<file path="src/press_length_counter_blinker_unit_defines.svh">
// assertion macros for the press length counter blinker unit
`ifndef PRESS_LENGTH_COUNTER_BLINKER_UNIT_DEFINES_SVH
`define PRESS_LENGTH_COUNTER_BLINKER_UNIT_DEFINES_SVH

`ifndef SYNTHESIS
// property checked at every clock edge outside reset
`define PLCB_ASSERT(label, prop, msg) \
  label: assert property (@(posedge clk_i) disable iff (!rst_ni) (prop)) else $error(msg);
// condition in one cycle implies a condition in the next
`define PLCB_ASSERT_NEXT(label, ante, cons, msg) \
  label: assert property (@(posedge clk_i) disable iff (!rst_ni) (ante) |=> (cons)) \
    else $error(msg);
`else
`define PLCB_ASSERT(label, prop, msg)
`define PLCB_ASSERT_NEXT(label, ante, cons, msg)
`endif

`endif

</file>
<file path="src/plcb_pkg.sv">
// shared types and constants of the press length counter blinker unit
`timescale 1ns / 1ps

package plcb_pkg;

  localparam int unsigned PLCB_LED_COUNT = 4;
  localparam int unsigned PLCB_LED_W     = 4;
  localparam int unsigned PLCB_TICK_W    = 16;
  localparam int unsigned PLCB_ADDR_W    = 2;

  localparam logic [PLCB_TICK_W-1:0] PLCB_LONG_RESET = 16'd1000;
  localparam logic [PLCB_TICK_W-1:0] PLCB_ON_RESET   = 16'd800;
  localparam logic [PLCB_TICK_W-1:0] PLCB_OFF_RESET  = 16'd200;

  typedef enum logic [1:0] {
    EV_NONE  = 2'd0,
    EV_SHORT = 2'd1,
    EV_LONG  = 2'd2
  } plcb_event_e;

  typedef enum logic [PLCB_ADDR_W-1:0] {
    REG_LONG_PRESS = 2'd0,
    REG_ON_TICKS   = 2'd1,
    REG_OFF_TICKS  = 2'd2
  } plcb_reg_e;

  typedef struct packed {
    logic [PLCB_TICK_W-1:0] long_press_ticks;
    logic [PLCB_TICK_W-1:0] on_ticks;
    logic [PLCB_TICK_W-1:0] off_ticks;
  } plcb_cfg_t;

  typedef struct packed {
    plcb_event_e           press_event;
    logic [PLCB_LED_W-1:0] count_value;
    logic [PLCB_LED_W-1:0] led_drive;
  } plcb_result_t;

endpackage

</file>
<file path="src/plcb_core.sv">
// press timing, counter and blink phase state with the per-tick result logic
`timescale 1ns / 1ps

module plcb_core import plcb_pkg::*; #(
  parameter int unsigned LED_COUNT = PLCB_LED_COUNT
) (
  input  logic         clk_i,
  input  logic         rst_ni,
  input  logic         beat_i,
  input  logic         level_i,
  input  plcb_cfg_t    cfg_i,
  output plcb_result_t result_o
);

  localparam logic [PLCB_TICK_W-1:0] TickMax = {PLCB_TICK_W{1'b1}};

  logic                   held_flag_q, held_flag_d;
  logic [PLCB_TICK_W-1:0] held_ticks_q, held_ticks_d;
  logic [LED_COUNT-1:0]   count_q, count_d;
  logic                   blink_q, blink_d;
  logic                   lit_q, lit_d;
  logic [PLCB_TICK_W-1:0] phase_q, phase_d;

  logic                   pressed;
  logic [PLCB_TICK_W-1:0] held_inc;
  logic [PLCB_TICK_W-1:0] phase_inc;
  logic [PLCB_TICK_W-1:0] limit;
  plcb_event_e            event_w;
  logic [PLCB_LED_W-1:0]  led_w;
  logic [PLCB_LED_W-1:0]  cnt_w;

  assign pressed   = ~level_i;
  assign held_inc  = (held_ticks_q == TickMax) ? TickMax : held_ticks_q + 16'd1;
  assign phase_inc = (phase_q == TickMax) ? TickMax : phase_q + 16'd1;
  assign limit     = lit_q ? cfg_i.on_ticks : cfg_i.off_ticks;

  always_comb begin
    held_flag_d  = held_flag_q;
    held_ticks_d = held_ticks_q;
    event_w      = EV_NONE;
    if (pressed) begin
      if (held_flag_q) begin
        held_ticks_d = held_inc;
      end else begin
        held_flag_d  = 1'b1;
        held_ticks_d = '0;
      end
    end else if (held_flag_q) begin
      held_flag_d  = 1'b0;
      held_ticks_d = '0;
      event_w      = (held_inc >= cfg_i.long_press_ticks) ? EV_LONG : EV_SHORT;
    end
  end

  always_comb begin
    count_d = count_q;
    blink_d = blink_q;
    lit_d   = lit_q;
    phase_d = phase_q;
    if (event_w != EV_NONE) begin
      // any press event returns to the start of the lit phase; blinking resumes only for a nonzero count
      count_d = (event_w == EV_LONG) ? '0 : count_q + LED_COUNT'(1);
      lit_d   = 1'b1;
      phase_d = '0;
      blink_d = (count_d != '0);
    end else if (blink_q) begin
      if (phase_inc >= limit) begin
        lit_d   = ~lit_q;
        phase_d = '0;
      end else begin
        phase_d = phase_inc;
      end
    end
  end

  // fit the counter onto the fixed four-bit result fields
  for (genvar i = 0; i < PLCB_LED_W; i++) begin : g_led
    if (i < LED_COUNT) begin : g_used
      assign cnt_w[i] = count_d[i];
      assign led_w[i] = count_d[i] & lit_d;
    end else begin : g_unused
      assign cnt_w[i] = 1'b0;
      assign led_w[i] = 1'b0;
    end
  end

  assign result_o.press_event = event_w;
  assign result_o.count_value = cnt_w;
  assign result_o.led_drive   = led_w;

  always_ff @(posedge clk_i or negedge rst_ni) begin
    if (!rst_ni) begin
      held_flag_q  <= 1'b0;
      held_ticks_q <= '0;
      count_q      <= '0;
      blink_q      <= 1'b0;
      lit_q        <= 1'b1;
      phase_q      <= '0;
    end else if (beat_i) begin
      held_flag_q  <= held_flag_d;
      held_ticks_q <= held_ticks_d;
      count_q      <= count_d;
      blink_q      <= blink_d;
      lit_q        <= lit_d;
      phase_q      <= phase_d;
    end
  end

endmodule

</file>
<file path="src/plcb_out_buf.sv">
// two-entry result buffer: output register plus skid entry
`timescale 1ns / 1ps

module plcb_out_buf import plcb_pkg::*; (
  input  logic         clk_i,
  input  logic         rst_ni,
  input  logic         in_valid_i,
  output logic         in_ready_o,
  input  plcb_result_t in_data_i,
  output logic         out_valid_o,
  input  logic         out_ready_i,
  output plcb_result_t out_data_o
);

  logic         out_valid_q, out_valid_d;
  logic         skid_valid_q, skid_valid_d;
  plcb_result_t out_data_q, out_data_d;
  plcb_result_t skid_data_q, skid_data_d;
  logic         take;

  assign in_ready_o = ~skid_valid_q;
  assign take       = in_valid_i & ~skid_valid_q;

  always_comb begin
    out_valid_d  = out_valid_q;
    out_data_d   = out_data_q;
    skid_valid_d = skid_valid_q;
    skid_data_d  = skid_data_q;
    if (!out_valid_q || out_ready_i) begin
      if (skid_valid_q) begin
        out_valid_d  = 1'b1;
        out_data_d   = skid_data_q;
        skid_valid_d = 1'b0;
      end else begin
        out_valid_d = take;
        out_data_d  = in_data_i;
      end
    end else if (take) begin
      skid_valid_d = 1'b1;
      skid_data_d  = in_data_i;
    end
  end

  always_ff @(posedge clk_i or negedge rst_ni) begin
    if (!rst_ni) begin
      out_valid_q  <= 1'b0;
      skid_valid_q <= 1'b0;
    end else begin
      out_valid_q  <= out_valid_d;
      skid_valid_q <= skid_valid_d;
    end
  end

  always_ff @(posedge clk_i) begin
    out_data_q  <= out_data_d;
    skid_data_q <= skid_data_d;
  end

  assign out_valid_o = out_valid_q;
  assign out_data_o  = out_data_q;

endmodule

</file>
<file path="src/press_length_counter_blinker_unit.sv">
// top level of the press length counter blinker unit
`timescale 1ns / 1ps
`include "press_length_counter_blinker_unit_defines.svh"

// one input beat per millisecond tick carries the sampled button level
// (0 pressed); every beat gives exactly one result beat with the led drive,
// the counter value and the release event of that tick. a beat is taken in
// every cycle until both entries of the two-entry output buffer hold
// results not yet taken (s_axis_tready low); each beat's result is offered
// in the next cycle when the output register is free, otherwise it waits
// in the skid entry behind it. hold time saturates at 65535 ticks; a
// release at or above long_press_ticks clears the counter, a shorter one
// counts up with wrap. configuration writes complete in the cycle they are
// offered and should only be made while no result is pending.

module press_length_counter_blinker_unit import plcb_pkg::*; #(
  parameter int unsigned LED_COUNT = PLCB_LED_COUNT
) (
  input  logic                   clk_i,
  input  logic                   rst_ni,
  // config write channel
  input  logic                   cfg_valid_i,
  output logic                   cfg_ready_o,
  input  logic [PLCB_ADDR_W-1:0] cfg_addr_i,
  input  logic [PLCB_TICK_W-1:0] cfg_data_i,
  // tick input stream
  input  logic                   s_axis_tvalid,
  output logic                   s_axis_tready,
  input  logic [7:0]             s_axis_tdata,  // [0] button_level, [7:1] zero
  // result stream
  output logic                   m_axis_tvalid,
  input  logic                   m_axis_tready,
  // [3:0] led_drive, [7:4] count_value, [9:8] press_event, [15:10] zero
  output logic [15:0]            m_axis_tdata
);

  plcb_cfg_t    cfg_q;
  plcb_result_t core_res;
  plcb_result_t out_res;
  logic         beat;

  // register writes, unknown indexes ignored
  assign cfg_ready_o = 1'b1;

  always_ff @(posedge clk_i or negedge rst_ni) begin
    if (!rst_ni) begin
      cfg_q.long_press_ticks <= PLCB_LONG_RESET;
      cfg_q.on_ticks         <= PLCB_ON_RESET;
      cfg_q.off_ticks        <= PLCB_OFF_RESET;
    end else if (cfg_valid_i) begin
      unique case (cfg_addr_i)
        REG_LONG_PRESS: cfg_q.long_press_ticks <= cfg_data_i;
        REG_ON_TICKS:   cfg_q.on_ticks         <= cfg_data_i;
        REG_OFF_TICKS:  cfg_q.off_ticks        <= cfg_data_i;
        default: ;
      endcase
    end
  end

  // state only moves on an accepted tick beat
  assign beat = s_axis_tvalid & s_axis_tready;

  plcb_core #(
    .LED_COUNT(LED_COUNT)
  ) u_core (
    .clk_i   (clk_i),
    .rst_ni  (rst_ni),
    .beat_i  (beat),
    .level_i (s_axis_tdata[0]),
    .cfg_i   (cfg_q),
    .result_o(core_res)
  );

  plcb_out_buf u_out_buf (
    .clk_i      (clk_i),
    .rst_ni     (rst_ni),
    .in_valid_i (s_axis_tvalid),
    .in_ready_o (s_axis_tready),
    .in_data_i  (core_res),
    .out_valid_o(m_axis_tvalid),
    .out_ready_i(m_axis_tready),
    .out_data_o (out_res)
  );

  assign m_axis_tdata = {6'd0, out_res.press_event, out_res.count_value, out_res.led_drive};

  // lit leds are always a subset of the counter bits
  `PLCB_ASSERT(a_led_in_count,
    m_axis_tvalid |-> ((m_axis_tdata[3:0] & ~m_axis_tdata[7:4]) == 4'd0),
    "led drive outside counter value")
  // a long press always leaves the counter at zero
  `PLCB_ASSERT(a_long_clears,
    (m_axis_tvalid && (m_axis_tdata[9:8] == EV_LONG)) |-> (m_axis_tdata[7:4] == 4'd0),
    "long press with nonzero count")
  // buffer only fills up while a result is on offer
  `PLCB_ASSERT(a_full_has_out, !s_axis_tready |-> m_axis_tvalid,
    "input stalled with no result pending")
  // a result is on offer in the cycle after every accepted tick
  `PLCB_ASSERT_NEXT(a_beat_result, s_axis_tvalid && s_axis_tready, m_axis_tvalid,
    "accepted tick lost")

endmodule

</file>
<file path="config.mk">
export PLATFORM = sky130hd
export DESIGN_NAME = press_length_counter_blinker_unit
export DESIGN_NICKNAME = d
export VERILOG_FILES = /design/src/plcb_pkg.sv /design/src/plcb_core.sv /design/src/plcb_out_buf.sv /design/src/press_length_counter_blinker_unit.sv
export VERILOG_INCLUDE_DIRS = /design/src /design/src/src
export SDC_FILE = /design/constraint.sdc
export NUM_CORES = 1
export LEC_CHECK = 0
export ABC_AREA = 1
export BUFFER_PORTS_ARGS = -buffer_cell sky130_fd_sc_hd__buf_4
export CAP_MARGIN = 30
export CORE_MARGIN = 2
export CORE_UTILIZATION = 55
export CTS_CLUSTER_DIAMETER = 30
export CTS_CLUSTER_SIZE = 8
export DETAILED_ROUTE_END_ITERATION = 8
export PLACE_DENSITY = 0.88
export SLEW_MARGIN = 10
export SYNTH_ARGS = -nofsm -noshare
export SYNTH_HDL_FRONTEND = slang
export SYNTH_SLANG_ARGS = --single-unit
export TNS_END_PERCENT = 20
</file>
<file path="constraint.sdc">
create_clock -name clk_i -period 2.86 [get_ports clk_i]
set_clock_uncertainty 0.15 [all_clocks]
set_input_delay 0.572 -clock clk_i [delete_from_list [all_inputs] [get_ports clk_i]]
set_output_delay 0.572 -clock clk_i [all_outputs]
set_load 0.005 [all_outputs]
</file>
==> results.md, run 1 <==
- The share of total power dissipated in combinational logic is 0.325.
- The worst-case headroom to the max-slew limit is 0.3764.
- The share of post-route cells with drive strength above 1 is 0.2894.
- The max-cap check violation count is 0.
- For this design the static power due to leakage is 0.003888 µW.
- In this design, the largest share of critical-path delay is due to simple AND/OR/NAND/NOR gates.
- Clock-pin slew was measured on the worst setup and hold paths at 0.10 ns.
- The iteration count of the initial detailed-routing pass is 7.
- For this run, global-route usage on met3 was measured as 0.04505.
- The slowest stage of the critical path is the sky130_fd_sc_hd__dfrtp_1 cell.
- The critical path goes through ha_2 -> nand2_2 -> nor2_4 -> nand4_4 -> nor2_4 -> nand4_4 -> nor2_4 -> clkinvlp_4 -> nand3_2 -> ha_4 -> nand2_2 -> nor2_1 -> and2_1 -> nor2_1 -> nand2_1 -> nand2_2 -> nand4_1 -> buf_4 -> a31oi_2.
- The clock sink count is 109.
- The post-DP HPWL is 9723 µm.
- Cell internal power was estimated by the tool at 2996 µW.
- In this run the power density over the cells is 596.4 nW/µm².
- The transition at the pin with the smallest max-transition slack is 0.9331 ns.
- Together, buffers and inverters on the worst path number 2.
- In the final layout, flip-flops and latches occupy 2845 µm².
- The total number of placement rows is 38.
- The core outline area is 10,840 µm².
- The maximum clock insertion buffer count is 2.
- The total net switching power is 1605 µW.
- The number of slew-limit violations in the final report came to 0.
- The remaining number of nets flagged by the antenna check after routing is 0.
- The maximum vdd drop is 0.4699 mV.
- Input and output buffers added on the ports amount to 35.
- The type of origin of the critical path is a flip-flop.
- In this run the critical register-to-register path is captured at u_out_buf.out_data_o[4]$_DFFE_PN_.
- Dividing the synthesized area by the synthesized cell count gives 8.436 µm².
- The clock root buffer is sky130_fd_sc_hd__clkbuf_8.
- Measured along the y axis, the die boundary spans 109.5 µm.
- After layout, the design draws a total of 4601 µW.
- The fraction of the yosys area taken by sequential cells is 0.4644.
- The capturing element type of the critical path is a flip-flop.
- After the first detailed-routing iteration, the DRC count stood at 318.
- For this run, the number of Yosys warnings is 0.
- For this run, design rule violations remaining after detail routing come to 0.
- The maximum cell stage delay along the critical path is 0.39 ns.
- In the global route stage, met1 resource usage came out at 0.3268.
- Setup repair after global routing could not meet its margin everywhere.
- The initial antenna violation count came to 0.
- The repair_antennas step left the layout with diodes totalling 0.
- The initial core utilization is 0.5650.
- The count of final setup violators is 42.
- The total number of vias is 5,404.
- The number of global-route vias before repair is 5,479.
- The later pin in the worst-skew pair is clocked with a latency of 0.39 ns.
- The number of hold buffers added after CTS was 0.
- Data arrives at the worst endpoint at 3.44 ns.
- The flow ran to the end, but the final reports show violations.
- The sequential power share is 0.446.
- Prior to clock tree synthesis, the placed netlist has a worst setup slack of -0.3719 ns.
- The number of placed instances, taps included, is 958.
- The sum of overflow across all layers after global routing is 0.
- Adding up every negative setup slack in the final design gives -11.69 ns.
- The routed wire length is 15,490 µm.
- The final hold violation count is 0.
- The die area is 12,000 µm².
- The startpoint of the worst-slack reg-to-reg timing path is u_core.held_ticks_q[1]$_DFFE_PN0P_.
- After the last flow step, the layout net total stands at 911.
- The fill cell instance count of the final layout is 760.
- The critical path is of the flip-flop to flip-flop type.
- The number of top-level design ports is 50.
- The total global-route track usage is 0.2706.
- Setup slack on the worst reg-to-reg path comes out at -0.50 ns.
- The checks that failed: negative setup slack.
- Data on the critical path is required at its endpoint by 2.94 ns.
- Entering global routing, the biggest net connects 47 pins.
- Synthesis produced 726 cells.
- The type of the most critical hold path is input pin to async pin.
- The least setup slack across all paths after layout is -0.4962 ns.
- Compared with the post-synthesis result, the final layout area differs by 25.97%.
- The die is 109.5 µm wide.
- The most heavily used metal layer in global routing is met2.
- The share of the clock period used by the worst path after layout is 1.173.
- The first global-routing pass estimated 24,980 µm of wire.
- The via density per instance is 5.459.
- TritonCTS built the clock tree.
- Counting distinct cell types in the post-synthesis netlist gives 44.
- The biggest fanout along the worst timing path is 5.
- CTS built an H-tree with a depth of 3.
- The clock period minus worst slack is 3.356 ns.
- The area of combinational cells with multiple inputs is 3065 µm².
- Counting the buffers created by CTS gives 9.
- The fraction of met2 tracks used by global routing is 0.4696.
- The per-cell routed wire length is 15.65 µm.
- Synthesis inferred 109 register bits.
- The weighted congestion reported at the end of routability-driven placement is 0.8384.
- The number of cells on the worst reg-to-reg path is 19.
- The cell area after technology mapping is 6125 µm².
- The net switching share of the total power is 0.3489.
- Static timing analysis puts the maximum clock frequency at 298.0 MHz.
- The finished layout holds 990 standard cells, fillers aside.
- Of the total power, the clock network draws 0.229.
metrics by stage:
| step | cell area, µm² | hold slack, ns | util |
|---|---|---|---|
| floorplan | 6148 | 0.1264 | - |
| CTS | 7587 | 0.04234 | 0.6999 |
| finish | 7715 | 0.02741 | 0.7117 |
| global route | 7715 | 0.07098 | 0.7117 |
| global placement | 7061 | 0.3146 | 0.6513 |
| detailed placement | 7061 | 0.3230 | 0.6513 |
registers in the layout (all words and copies together), names as in the netlist:
signal	count
u_out_buf.out_valid_o	1
u_out_buf.skid_valid_q	1
cfg_q	48
u_out_buf.skid_data_q	10
u_core.blink_q	1
u_core.held_flag_q	1
u_out_buf.out_data_o	10
u_core.phase_q	16
u_core.lit_q	1
u_core.count_q	4
u_core.held_ticks_q	16
cell usage in the layout (no fill, tap or decap), types with 3 or more instances in the layout:
| cell type | count |
|---|---|
| sky130_fd_sc_hd__o21ai_2 | 12 |
| sky130_fd_sc_hd__nand4_1 | 13 |
| sky130_fd_sc_hd__a21oi_2 | 3 |
| sky130_fd_sc_hd__ha_4 | 8 |
| sky130_fd_sc_hd__dfstp_2 | 13 |
| sky130_fd_sc_hd__nand2_1 | 173 |
| sky130_fd_sc_hd__nor2_1 | 38 |
| sky130_fd_sc_hd__nand3_1 | 12 |
| sky130_fd_sc_hd__nor2_4 | 4 |
| sky130_fd_sc_hd__o21ai_1 | 11 |
| sky130_fd_sc_hd__nand2_2 | 13 |
| sky130_fd_sc_hd__xor2_1 | 11 |
| sky130_fd_sc_hd__nor3_2 | 3 |
| sky130_fd_sc_hd__buf_12 | 3 |
| sky130_fd_sc_hd__ha_1 | 25 |
| sky130_fd_sc_hd__mux2i_1 | 15 |
| sky130_fd_sc_hd__a21oi_1 | 15 |
| sky130_fd_sc_hd__o22ai_1 | 12 |
| sky130_fd_sc_hd__edfxtp_1 | 20 |
| sky130_fd_sc_hd__nor2_2 | 11 |
| sky130_fd_sc_hd__clkbuf_8 | 9 |
| sky130_fd_sc_hd__nand3_2 | 11 |
| sky130_fd_sc_hd__buf_4 | 121 |
| sky130_fd_sc_hd__o21ai_0 | 61 |
| sky130_fd_sc_hd__o31ai_1 | 3 |
| sky130_fd_sc_hd__nor3_1 | 3 |
| sky130_fd_sc_hd__dfrtp_1 | 75 |
| sky130_fd_sc_hd__inv_1 | 100 |
| sky130_fd_sc_hd__nand3_4 | 4 |
| sky130_fd_sc_hd__conb_1 | 7 |
| sky130_fd_sc_hd__nand2_4 | 3 |
| sky130_fd_sc_hd__buf_6 | 3 |
| sky130_fd_sc_hd__inv_2 | 4 |
worst max path at each step:
stage | from | to | slack [ns] | cells past startpoint
after CTS | u_core.held_ticks_q[0]$_DFFE_PN0P_ | u_out_buf.out_data_o[4]$_DFFE_PN_ | -0.27 | 18
after detailed placement | u_core.phase_q[0]$_DFFE_PN0P_ | u_out_buf.skid_data_q[2]$_DFFE_PP_ | -0.37 | 17
after global routing | u_core.held_ticks_q[0]$_DFFE_PN0P_ | u_out_buf.out_data_o[0]$_DFFE_PN_ | -0.61 | 19
final | u_core.held_ticks_q[1]$_DFFE_PN0P_ | u_out_buf.out_data_o[4]$_DFFE_PN_ | -0.50 | 19
after floorplan | u_core.phase_q[0]$_DFFE_PN0P_ | u_out_buf.skid_data_q[0]$_DFFE_PP_ | -0.01 | 16
after global placement | u_core.phase_q[1]$_DFFE_PN0P_ | u_out_buf.skid_data_q[0]$_DFFE_PP_ | -0.25 | 16
power groups by stage:
stage | Clock (µW) | Sequential [µW] | Combinational (µW)
2_1_floorplan | 0 | 2000 | 888
3_3_place_gp | 0 | 2050 | 1230
3_5_place_dp | 0 | 2060 | 1290
4_1_cts | 1050 | 2040 | 1430
5_1_grt | 1100 | 2080 | 1670
6_report | 1050 | 2050 | 1490
area by class of cell:
class | instances | share of cell area
Timing Repair Buffer | 127 | 0.1299
Tap cell | 140 | 0.02271
Inverter | 106 | 0.05222
Clock buffer | 11 | 0.01703
Sequential cell | 109 | 0.3688
Timing Repair inverter | 1 | 0.0009731
Multi-Input combinational cell | 491 | 0.3973
Clock inverter | 5 | 0.01103
cell usage after synthesis, drive strengths merged:
master    n  share of area
dfrtp    76           0.31
conb      2         0.0012
a21oi    18          0.015
mux2i    15          0.025
inv     106          0.065
and3      1         0.0010
nand3b    1         0.0012
ha       35          0.072
dfstp    13          0.056
o22ai    13          0.013
a31oi     1         0.0010
nor4      3         0.0031
and2      2         0.0020
nand3    27          0.031
o21ai    85          0.075
xor2     12          0.017
nand4    15          0.019
nor3      7         0.0084
or2       3         0.0031
nand2   189           0.12
o21bai    1         0.0012
buf      14          0.016
edfxtp   20          0.098
o31ai     3         0.0037
nor2     53          0.037
clkbuf   11         0.0067
per-layer routing:
layer  up-vias  share of wire
met4         0          0.033
li1       2583              -
met2       191           0.51
met3        49          0.057
met5         -              0
met1      2581           0.40
logic make-up after synthesis:
group | after synthesis | synth area share
AO/OA/AOI/OAI | 121 | 0.1089
XOR/XNOR | 12 | 0.01716
adder cells (fa/ha/maj) | 35 | 0.07150
buffers and inverters | 131 | 0.08805
flip-flops | 109 | 0.4644
multiplexers | 15 | 0.02451
other | 2 | 0.001226
AND/OR/NAND/NOR | 301 | 0.2243
what timing repair did:
action,in CTS,in global routing
setup buffers,11,4
setup endpoints to repair,42,42
hold endpoints to repair,0,0
cloned,1,0
gates resized for setup,54,24
pin swaps,7,14
Note: power is estimated with default switching activity, not from simulation.
==> run 2, diff against run 1 <==
CORE_MARGIN = 4   (was 2)
==> run 2 against run 1 <==
- the run still ends with negative setup slack left
- design area fell by 2.6%
- register-to-register slack worse by 0.03 ns
- largest cell class unchanged
- core utilization is 2.1 points lower
- clock power shrank 7%
==> results.md, run 2 (synthesis results as in run 1) <==
- The capturing element type of the critical path is a flip-flop.
- The cell family contributing the most delay on the critical path is simple AND/OR/NAND/NOR gates.
- The worst-case headroom to the max-slew limit is 0.3756.
- The core outline area is 10,890 µm².
- The area growth from synthesis to layout is 22.74%.
- Row generation in the floorplan step produced 38 rows.
- The power density over cell area is 608.5 nW/µm².
- The die is 113.5 µm wide.
- The wire length of the first global-routing pass is 23,690 µm.
- The area occupied by registers is 2844 µm².
- The instance area at placement is 6980 µm².
- The final hold violation count is 0.
- The capturing instance or port of the critical path is u_out_buf.skid_data_q[0]$_DFFE_PP_.
- Once layout is complete, the utilization of the core stands at 0.6904.
- The CTS H-tree depth is 3.
- Counting the fill cells in the layout gives 772.
- The flow ran to the end, but the final reports show violations.
- After detailed routing, the number of vias per cell comes to 5.629.
- For the pin with the worst max-slew slack, the measured transition is 0.9344 ns.
- The remaining number of nets flagged by the antenna check after routing is 0.
- The critical path starts at u_core.held_ticks_q[0]$_DFFE_PN0P_.
- The count of unresolved DRC violations after routing is 0.
- Max-cap violations in this run came to 0.
- For the finished layout, the period the worst path requires is 3.384 ns.
- Measured along the y axis, the die boundary spans 113.5 µm.
- Setup repair after global routing could not meet its margin everywhere.
- The data required time at the worst endpoint is 2.86 ns.
- The checks that failed: negative setup slack.
- The leakage power is 0.003828 µW.
- The die area is 12,890 µm².
- The flip-flop count of the largest register, all copies and words added is 48.
- The net switching share of the total power is 0.3596.
- The number of buffers added on ports is 35.
- In this run the number of cells on the critical path is 17.
- TritonCTS built the clock tree.
- After layout, the worst setup slack is -0.5236 ns.
- The clock sink count is 109.
- The detailed router placed 5,494 vias in this run.
- The worst setup path is of the flip-flop to flip-flop kind.
- Setup violations remaining at the end of the flow were counted as 42.
- The per-cell routed wire length is 16.16 µm.
- The post-DP HPWL is 10,180 µm.
- The total of hold buffers inserted after clock tree synthesis is 0.
- The number of nets in the layout is 897.
- In this run the critical register-to-register path is captured at u_out_buf.skid_data_q[0]$_DFFE_PP_.
- For this configuration, the core starts out at a cell density of 0.5625.
- The number of design-rule violations left by the first detailed-router iteration is 561.
- The sum of overflow across all layers after global routing is 0.
- The signal on the critical path passes through ha_2 -> nand2_2 -> nor2_4 -> nand4_4 -> nor2_4 -> nand2_2 -> nor2_4 -> nand2_2 -> o21ai_2 -> inv_1 -> ha_1 -> nand4_1 -> nor3_2 -> nand2_2 -> nand4_1 -> nand2_2 -> and2_1.
- Before antenna repair, the detailed router went through 5 iterations.
- The number of slew-limit violations in the final report is 0.
- The share of the clock period used by the worst path after layout is 1.183.
- Leaving out fill and tap cells, the most frequent cells in the layout are sky130_fd_sc_hd__nand2_1, sky130_fd_sc_hd__buf_4, sky130_fd_sc_hd__inv_1.
- The share of post-route cells with drive strength above 1 is 0.2751.
- TritonCTS created 9 clock buffers.
- Of the total power, the clock network draws 0.212.
- The cell-internal power is 2929 µW.
- The leading cell type in the layout, fill and taps excluded is sky130_fd_sc_hd__nand2_1.
- The worst-case reg-to-reg path depth is 17.
- At the worst endpoint, the arrival time is 3.38 ns.
- Of the total power, combinational logic draws 0.350.
- The maximum vdd drop is 0.3359 mV.
- The antenna diode count is 0.
- The slowest stage of the critical path is the sky130_fd_sc_hd__dfrtp_1 cell.
- OpenSTA, run right after detailed placement, puts the worst setup slack at -0.3711 ns.
- Along the worst path, the maximum fanout reaches 5.
- The number of buffer and inverter stages on the critical path is 1.
- Entering global routing, the biggest net connects 48 pins.
- Timing would allow up to 295.5 MHz.
- For flop-to-flop paths, the worst setup slack is -0.52 ns.
- The routed design has 15,770 µm of wire.
- The largest registers in the layout are cfg_q (48), u_core.held_ticks_q (16), u_core.phase_q (16).
- The area of combinational cells with multiple inputs is 3000 µm².
- Counting stages on the worst path, the most repeated cell is sky130_fd_sc_hd__nand2_2.
- The type of origin of the critical path is a flip-flop.
- The maximum cell stage delay along the critical path is 0.39 ns.
- During I/O placement, the number of pins put on the boundary was 50.
- The total net switching power is 1645 µW.
- Counting along the longest clock path gives a buffer depth of 2.
- The clock root buffer is sky130_fd_sc_hd__clkbuf_8.
- The number of global-route vias before repair is 5,127.
- The min-delay analysis places its worst path in the category input pin to async pin.
- The finished cells cover 7517 µm².
- The congestion estimate from routability-driven global placement came to 0.8766.
- The clock transition at the registers of the reported paths is 0.11 ns.
- Across every metal layer, demand over resource in global routing totals 0.2264.
- The clock insertion delay at the later pin of the skew report is 0.39 ns.
- The sequential power share is 0.437.
- The initial antenna violation count came to 0.
- More flip-flops sit in one register than any other, and that register is cfg_q.
- The startpoint of the worst-slack reg-to-reg timing path is u_core.held_ticks_q[0]$_DFFE_PN0P_.
- The design draws 4574 µW.
run 2: changes by cell type in the layout (fill, tap and decap cells not counted), sizes merged:
cell | previous run | this run
buf | 127 | 114
clkinvlp | 2 | 1
clkbuf | 11 | 13
bufinv | 2 | 0
run 2: metrics by stage:
| step | instances | setup TNS [ns] | hold slack, ns |
|---|---|---|---|
| finish | 976 | -13.02 | 0.03023 |
| CTS | 968 | -5.102 | 0.05117 |
| detailed placement | 949 | -7.164 | 0.3242 |
| global placement | 949 | -3.461 | 0.3140 |
| floorplan | 731 | -0.01006 | 0.1264 |
| global route | 976 | -21.31 | 0.07690 |
run 2: how the worst min path moves through the flow:
stage | depth (start not counted) | slack, ns | from | endpoint
2_1_floorplan | 0 | 0.13 | rst_ni | cfg_q[0]$_DFFE_PN0P_
3_3_place_gp | 2 | 0.31 | cfg_q[8]$_DFFE_PN0P_ | cfg_q[8]$_DFFE_PN0P_
3_5_place_dp | 2 | 0.32 | cfg_q[22]$_DFFE_PN0P_ | cfg_q[22]$_DFFE_PN0P_
4_1_cts | 1 | 0.05 | rst_ni | u_core.held_flag_q$_DFFE_PN0P_
5_1_grt | 1 | 0.08 | rst_ni | u_core.held_flag_q$_DFFE_PN0P_
6_report | 1 | 0.03 | rst_ni | u_core.held_flag_q$_DFFE_PN0P_
run 2: repair_timing:
action / CTS / global route
pin swaps: 4 / 36
resized for setup: 18 / 54
setup endpoints to repair: 42 / 42
setup buffers: 3 / 8
run 2: worst reg2reg max path, delay by kind of cell, from the launching register on:
| kind | cells | cell delay [ns] |
|---|---|---|
| fa+ha+maj | 2 | 0.47 |
| flops | 1 | 0.39 |
| compound gates | 1 | 0.18 |
| simple gates | 13 | 1.87 |
| buf+inv | 1 | 0.07 |
run 2: cell type report:
class                   instances  area share
multi-input cells             491      0.3991
clock inverters                 3    0.003329
well taps                     140     0.02330
clock buffers                  13     0.02397
flip-flops and latches        109      0.3783
inverters                     106     0.05326
repair buffers                114      0.1187
run 2: metal layers:
metal / wire length [µm] / up-vias / share of wire / global-route usage
met5: 0 / - / 0 / 0
met4: 448 / 0 / 0.028 / 0.08013
met3: 1089 / 59 / 0.069 / 0.03660
met2: 7992 / 257 / 0.51 / 0.3856
met1: 6243 / 2625 / 0.40 / 0.2934
li1: - / 2553 / - / -
run 2: power groups by stage:
stage / Combinational, µW / Clock [µW] / Sequential (µW)
CTS: 1450 / 970 / 1990
floorplan: 888 / 0 / 2000
global route: 1750 / 1040 / 2030
finish: 1600 / 972 / 2000
detailed placement: 1380 / 0 / 2020
global placement: 1290 / 0 / 2010
==> run 3, diff against run 2 <==
CORE_ASPECT_RATIO = 2   (was default)
TNS_END_PERCENT = 10   (was 20)
==> run 3 against run 2 <==
- the flow still finishes with violations (negative setup slack)
- register-to-register slack is essentially flat
- design area rose by 6.2%
- clock power is 37% higher
- sequential power hardly changed
- critical endpoint is now u_out_buf.out_data_o[6]$_DFFE_PN_
- largest cell class unchanged
==> results.md, run 3 (synthesis results as in run 1) <==
- The tightest min-delay check is of the input pin to async pin type.
- In the global route stage, met1 resource usage came out at 0.2719.
- In the layout the commonest cells are sky130_fd_sc_hd__nand2_1, sky130_fd_sc_hd__buf_4, sky130_fd_sc_hd__inv_1.
- Setup repair after global routing could not meet its margin everywhere.
- The final hold violation count is 0.
- The clock buffer count from CTS is 9.
- The die covers 12,990 µm².
- Clock latency on the worst-skew pair, taken at its later pin, is 0.37 ns.
- The transition at the pin with the smallest max-transition slack is 0.9029 ns.
- The clock sink count is 109.
- The worst-case headroom to the max-slew limit is 0.3966.
- The critical path is of the flip-flop to flip-flop type.
- cfg_q holds more flip-flops than any other register.
- VDD sags by at most 0.4827 mV.
- The clock transition at the registers of the reported paths is 0.09 ns.
- The max-cap check violation count is 0.
- The area of combinational cells with multiple inputs is 3247 µm².
- The number of antenna diodes in the final layout is 0.
- The most heavily used metal layer in global routing is met2.
- The total of hold buffers inserted after clock tree synthesis is 0.
- The library cell used most frequently in the layout, excluding fill and tap cells, is sky130_fd_sc_hd__nand2_1.
- The count of unresolved DRC violations after routing is 0.
- The area occupied by registers is 2844 µm².
- The clock power share is 0.255.
- Adding up every negative setup slack in the final design gives -14.55 ns.
- The total number of vias is 5,910.
- The routed design could run at a clock period as short as 3.386 ns.
- Of the total power, combinational logic draws 0.357.
- The core outline area is 10,880 µm².
- Leaving out filler cells and counting taps, the final layout contains 990.
- The cell-internal power is 3301 µW.
- Using the TritonRoute via totals, the vias-per-cell ratio works out to 5.970.
- The setup slack at placement is -0.3999 ns.
- The TritonCTS clock tree is yes.
- The number of design-rule violations left by the first detailed-router iteration is 710.
- Setup violations remaining at the end of the flow were counted as 42.
- The weighted congestion reported at the end of routability-driven placement is 0.9138.
- The number of global-route vias before repair is 5,499.
- The signed area change from the synthesized netlist to the final layout is 30.34%.
- The share of post-route cells with drive strength above 1 is 0.3224.
- The flip-flop count of the largest register, all copies and words added is 48.
- The sum of overflow across all layers after global routing is 0.
- Summed over all nets, the switching power comes to 1913 µW.
- At the end of the flow, the number of nets in the layout was 911.
- The largest registers in the layout are cfg_q (48), u_core.held_ticks_q (16), u_core.phase_q (16).
- The sequential power share is 0.388.
- Of all nets on the critical path, the largest fanout is 5.
- The floorplan die height is 157.2 µm.
- In this run the power density over the cells is 653.1 nW/µm².
- The post-DP HPWL is 10,260 µm.
- The fill cell instance count of the final layout is 623.
- For this run, the total global-route usage over all layers was measured as 0.2543.
- Traced cell by cell, the critical path runs through buf_4 -> nand3_2 -> nor2_4 -> nand2_2 -> inv_2 -> nand4_1 -> nor2_2 -> nand2_1 -> nand2_1 -> nand3_2 -> ha_4 -> nand4_1 -> nor3_2 -> nand2_2 -> nand4_1 -> nand2_2 -> inv_2 -> o21ai_0.
- The per-cell routed wire length is 18.81 µm.
- The worst setup path is launched from a flip-flop.
- The cell sitting at the root of the clock tree is a sky130_fd_sc_hd__clkbuf_16.
- The CTS H-tree depth is 3.
- The worst setup path is captured at a flip-flop.
- Data arrives at the worst endpoint at 3.33 ns.
- The fraction of met2 tracks used by global routing is 0.4387.
- In this run the static leakage power is 0.003987 µW.
- Of the total power, the share spent switching nets is 0.3668.
- In this design, the stage delay of the slowest critical-path cell is 0.37 ns.
- In the post-route analysis, the smallest setup slack over all paths is -0.5258 ns.
- The final reports fail on negative setup slack.
- Row generation in the floorplan step produced 54 rows.
- The largest net degree at the start of global routing is 49.
- In this run the horizontal extent of the chip is 82.62 µm.
- Timing would allow up to 295.3 MHz.
- Counting along the longest clock path gives a buffer depth of 2.
- Counting tap cells, the placed design contains a total of 956 instances.
- The run finished, with violations left.
- After detailed routing, the total wire length is 18,630 µm.
- The share of the clock period used by the worst path after layout is 1.184.
- The initial antenna violation count is 0.
- The initial utilization of the core area, before any placement, comes to 0.5630.
- The iteration count of the initial detailed-routing pass is 6.
- The number of buffers added on ports is 35.
- The first global-routing pass estimated 25,200 µm of wire.
- The data required time at the worst endpoint is 2.80 ns.
- For met3 alone, demand over resource in global routing was 0.04467.
- In this run the remaining antenna-violating nets after routing total 0.
- The number of slew-limit violations in the final report is 0.
- 50 I/O pins were placed.
- The library cell contributing the largest single delay on the critical path is sky130_fd_sc_hd__dfrtp_1.
==> run 3: worst max-delay path, delay by kind of cell (launching register included) <==
family          cells  cell delay [ns]
flops               1             0.37
fa+ha+maj           1             0.31
buf+inv             3             0.28
compound gates      1             0.06
simple gates       13             1.94
==> run 3: final cells by class <==
type | count | area share
repair buffers | 128 | 0.1270
inverters | 106 | 0.05016
well taps | 140 | 0.02194
clock buffers | 9 | 0.02821
multi-input cells | 491 | 0.4067
clock inverters | 7 | 0.009718
flip-flops and latches | 109 | 0.3563
==> run 3: power by group through the flow <==
stage,Combinational [µW],Clock (µW),Sequential (µW)
2_1_floorplan,888,0,2000
3_3_place_gp,1310,0,2010
3_5_place_dp,1360,0,2020
4_1_cts,1520,1300,1990
5_1_grt,2020,1380,2040
6_report,1860,1330,2020
==> run 3: through the flow <==
step           hold WS (ns)  cell area [µm²]  utilization  total power, µW
4_1_cts             0.08067             7502       0.6897             4813
3_5_place_dp         0.3224             7020       0.6454             3382
6_report            0.04771             7983       0.7338             5214
2_1_floorplan        0.1264             6148            -             2884
3_3_place_gp         0.3139             7020       0.6454             3315
5_1_grt              0.1082             7983       0.7338             5442
==> run 3: metal layers <==
layer  part of all wire  up-vias  routed length [µm]
li1                   -     2598                   -
met1               0.34     2800                6309
met2               0.51      402                9581
met3              0.070      110                1303
met4              0.077        0                1431
met5                  0        -                   0
==> run 3: final timing paths <==
check	slack (ns)	cells past startpoint	start	endpoint
setup reg to reg	-0.53	18	u_core.held_ticks_q[0]$_DFFE_PN0P_	u_out_buf.out_data_o[6]$_DFFE_PN_
hold reg to reg	0.34	2	cfg_q[4]$_DFFE_PN0P_	cfg_q[4]$_DFFE_PN0P_
setup / recovery	-0.53	18	u_core.held_ticks_q[0]$_DFFE_PN0P_	u_out_buf.out_data_o[6]$_DFFE_PN_
hold / removal	0.05	1	rst_ni	cfg_q[11]$_DFFE_PN0P_
max in group asynchronous	1.72	2	rst_ni	u_core.lit_q$_DFFE_PN1P_
min in group clk_i	0.29	3	s_axis_tvalid	u_out_buf.out_valid_o$_DFFE_PN0N_
==> run 3: repair_timing <==
action | in CTS | in global routing
gates cloned | 0 | 1
pin swaps | 14 | 42
resized for setup | 36 | 81
setup buffers | 7 | 11
endpoints found under the setup margin | 42 | 42
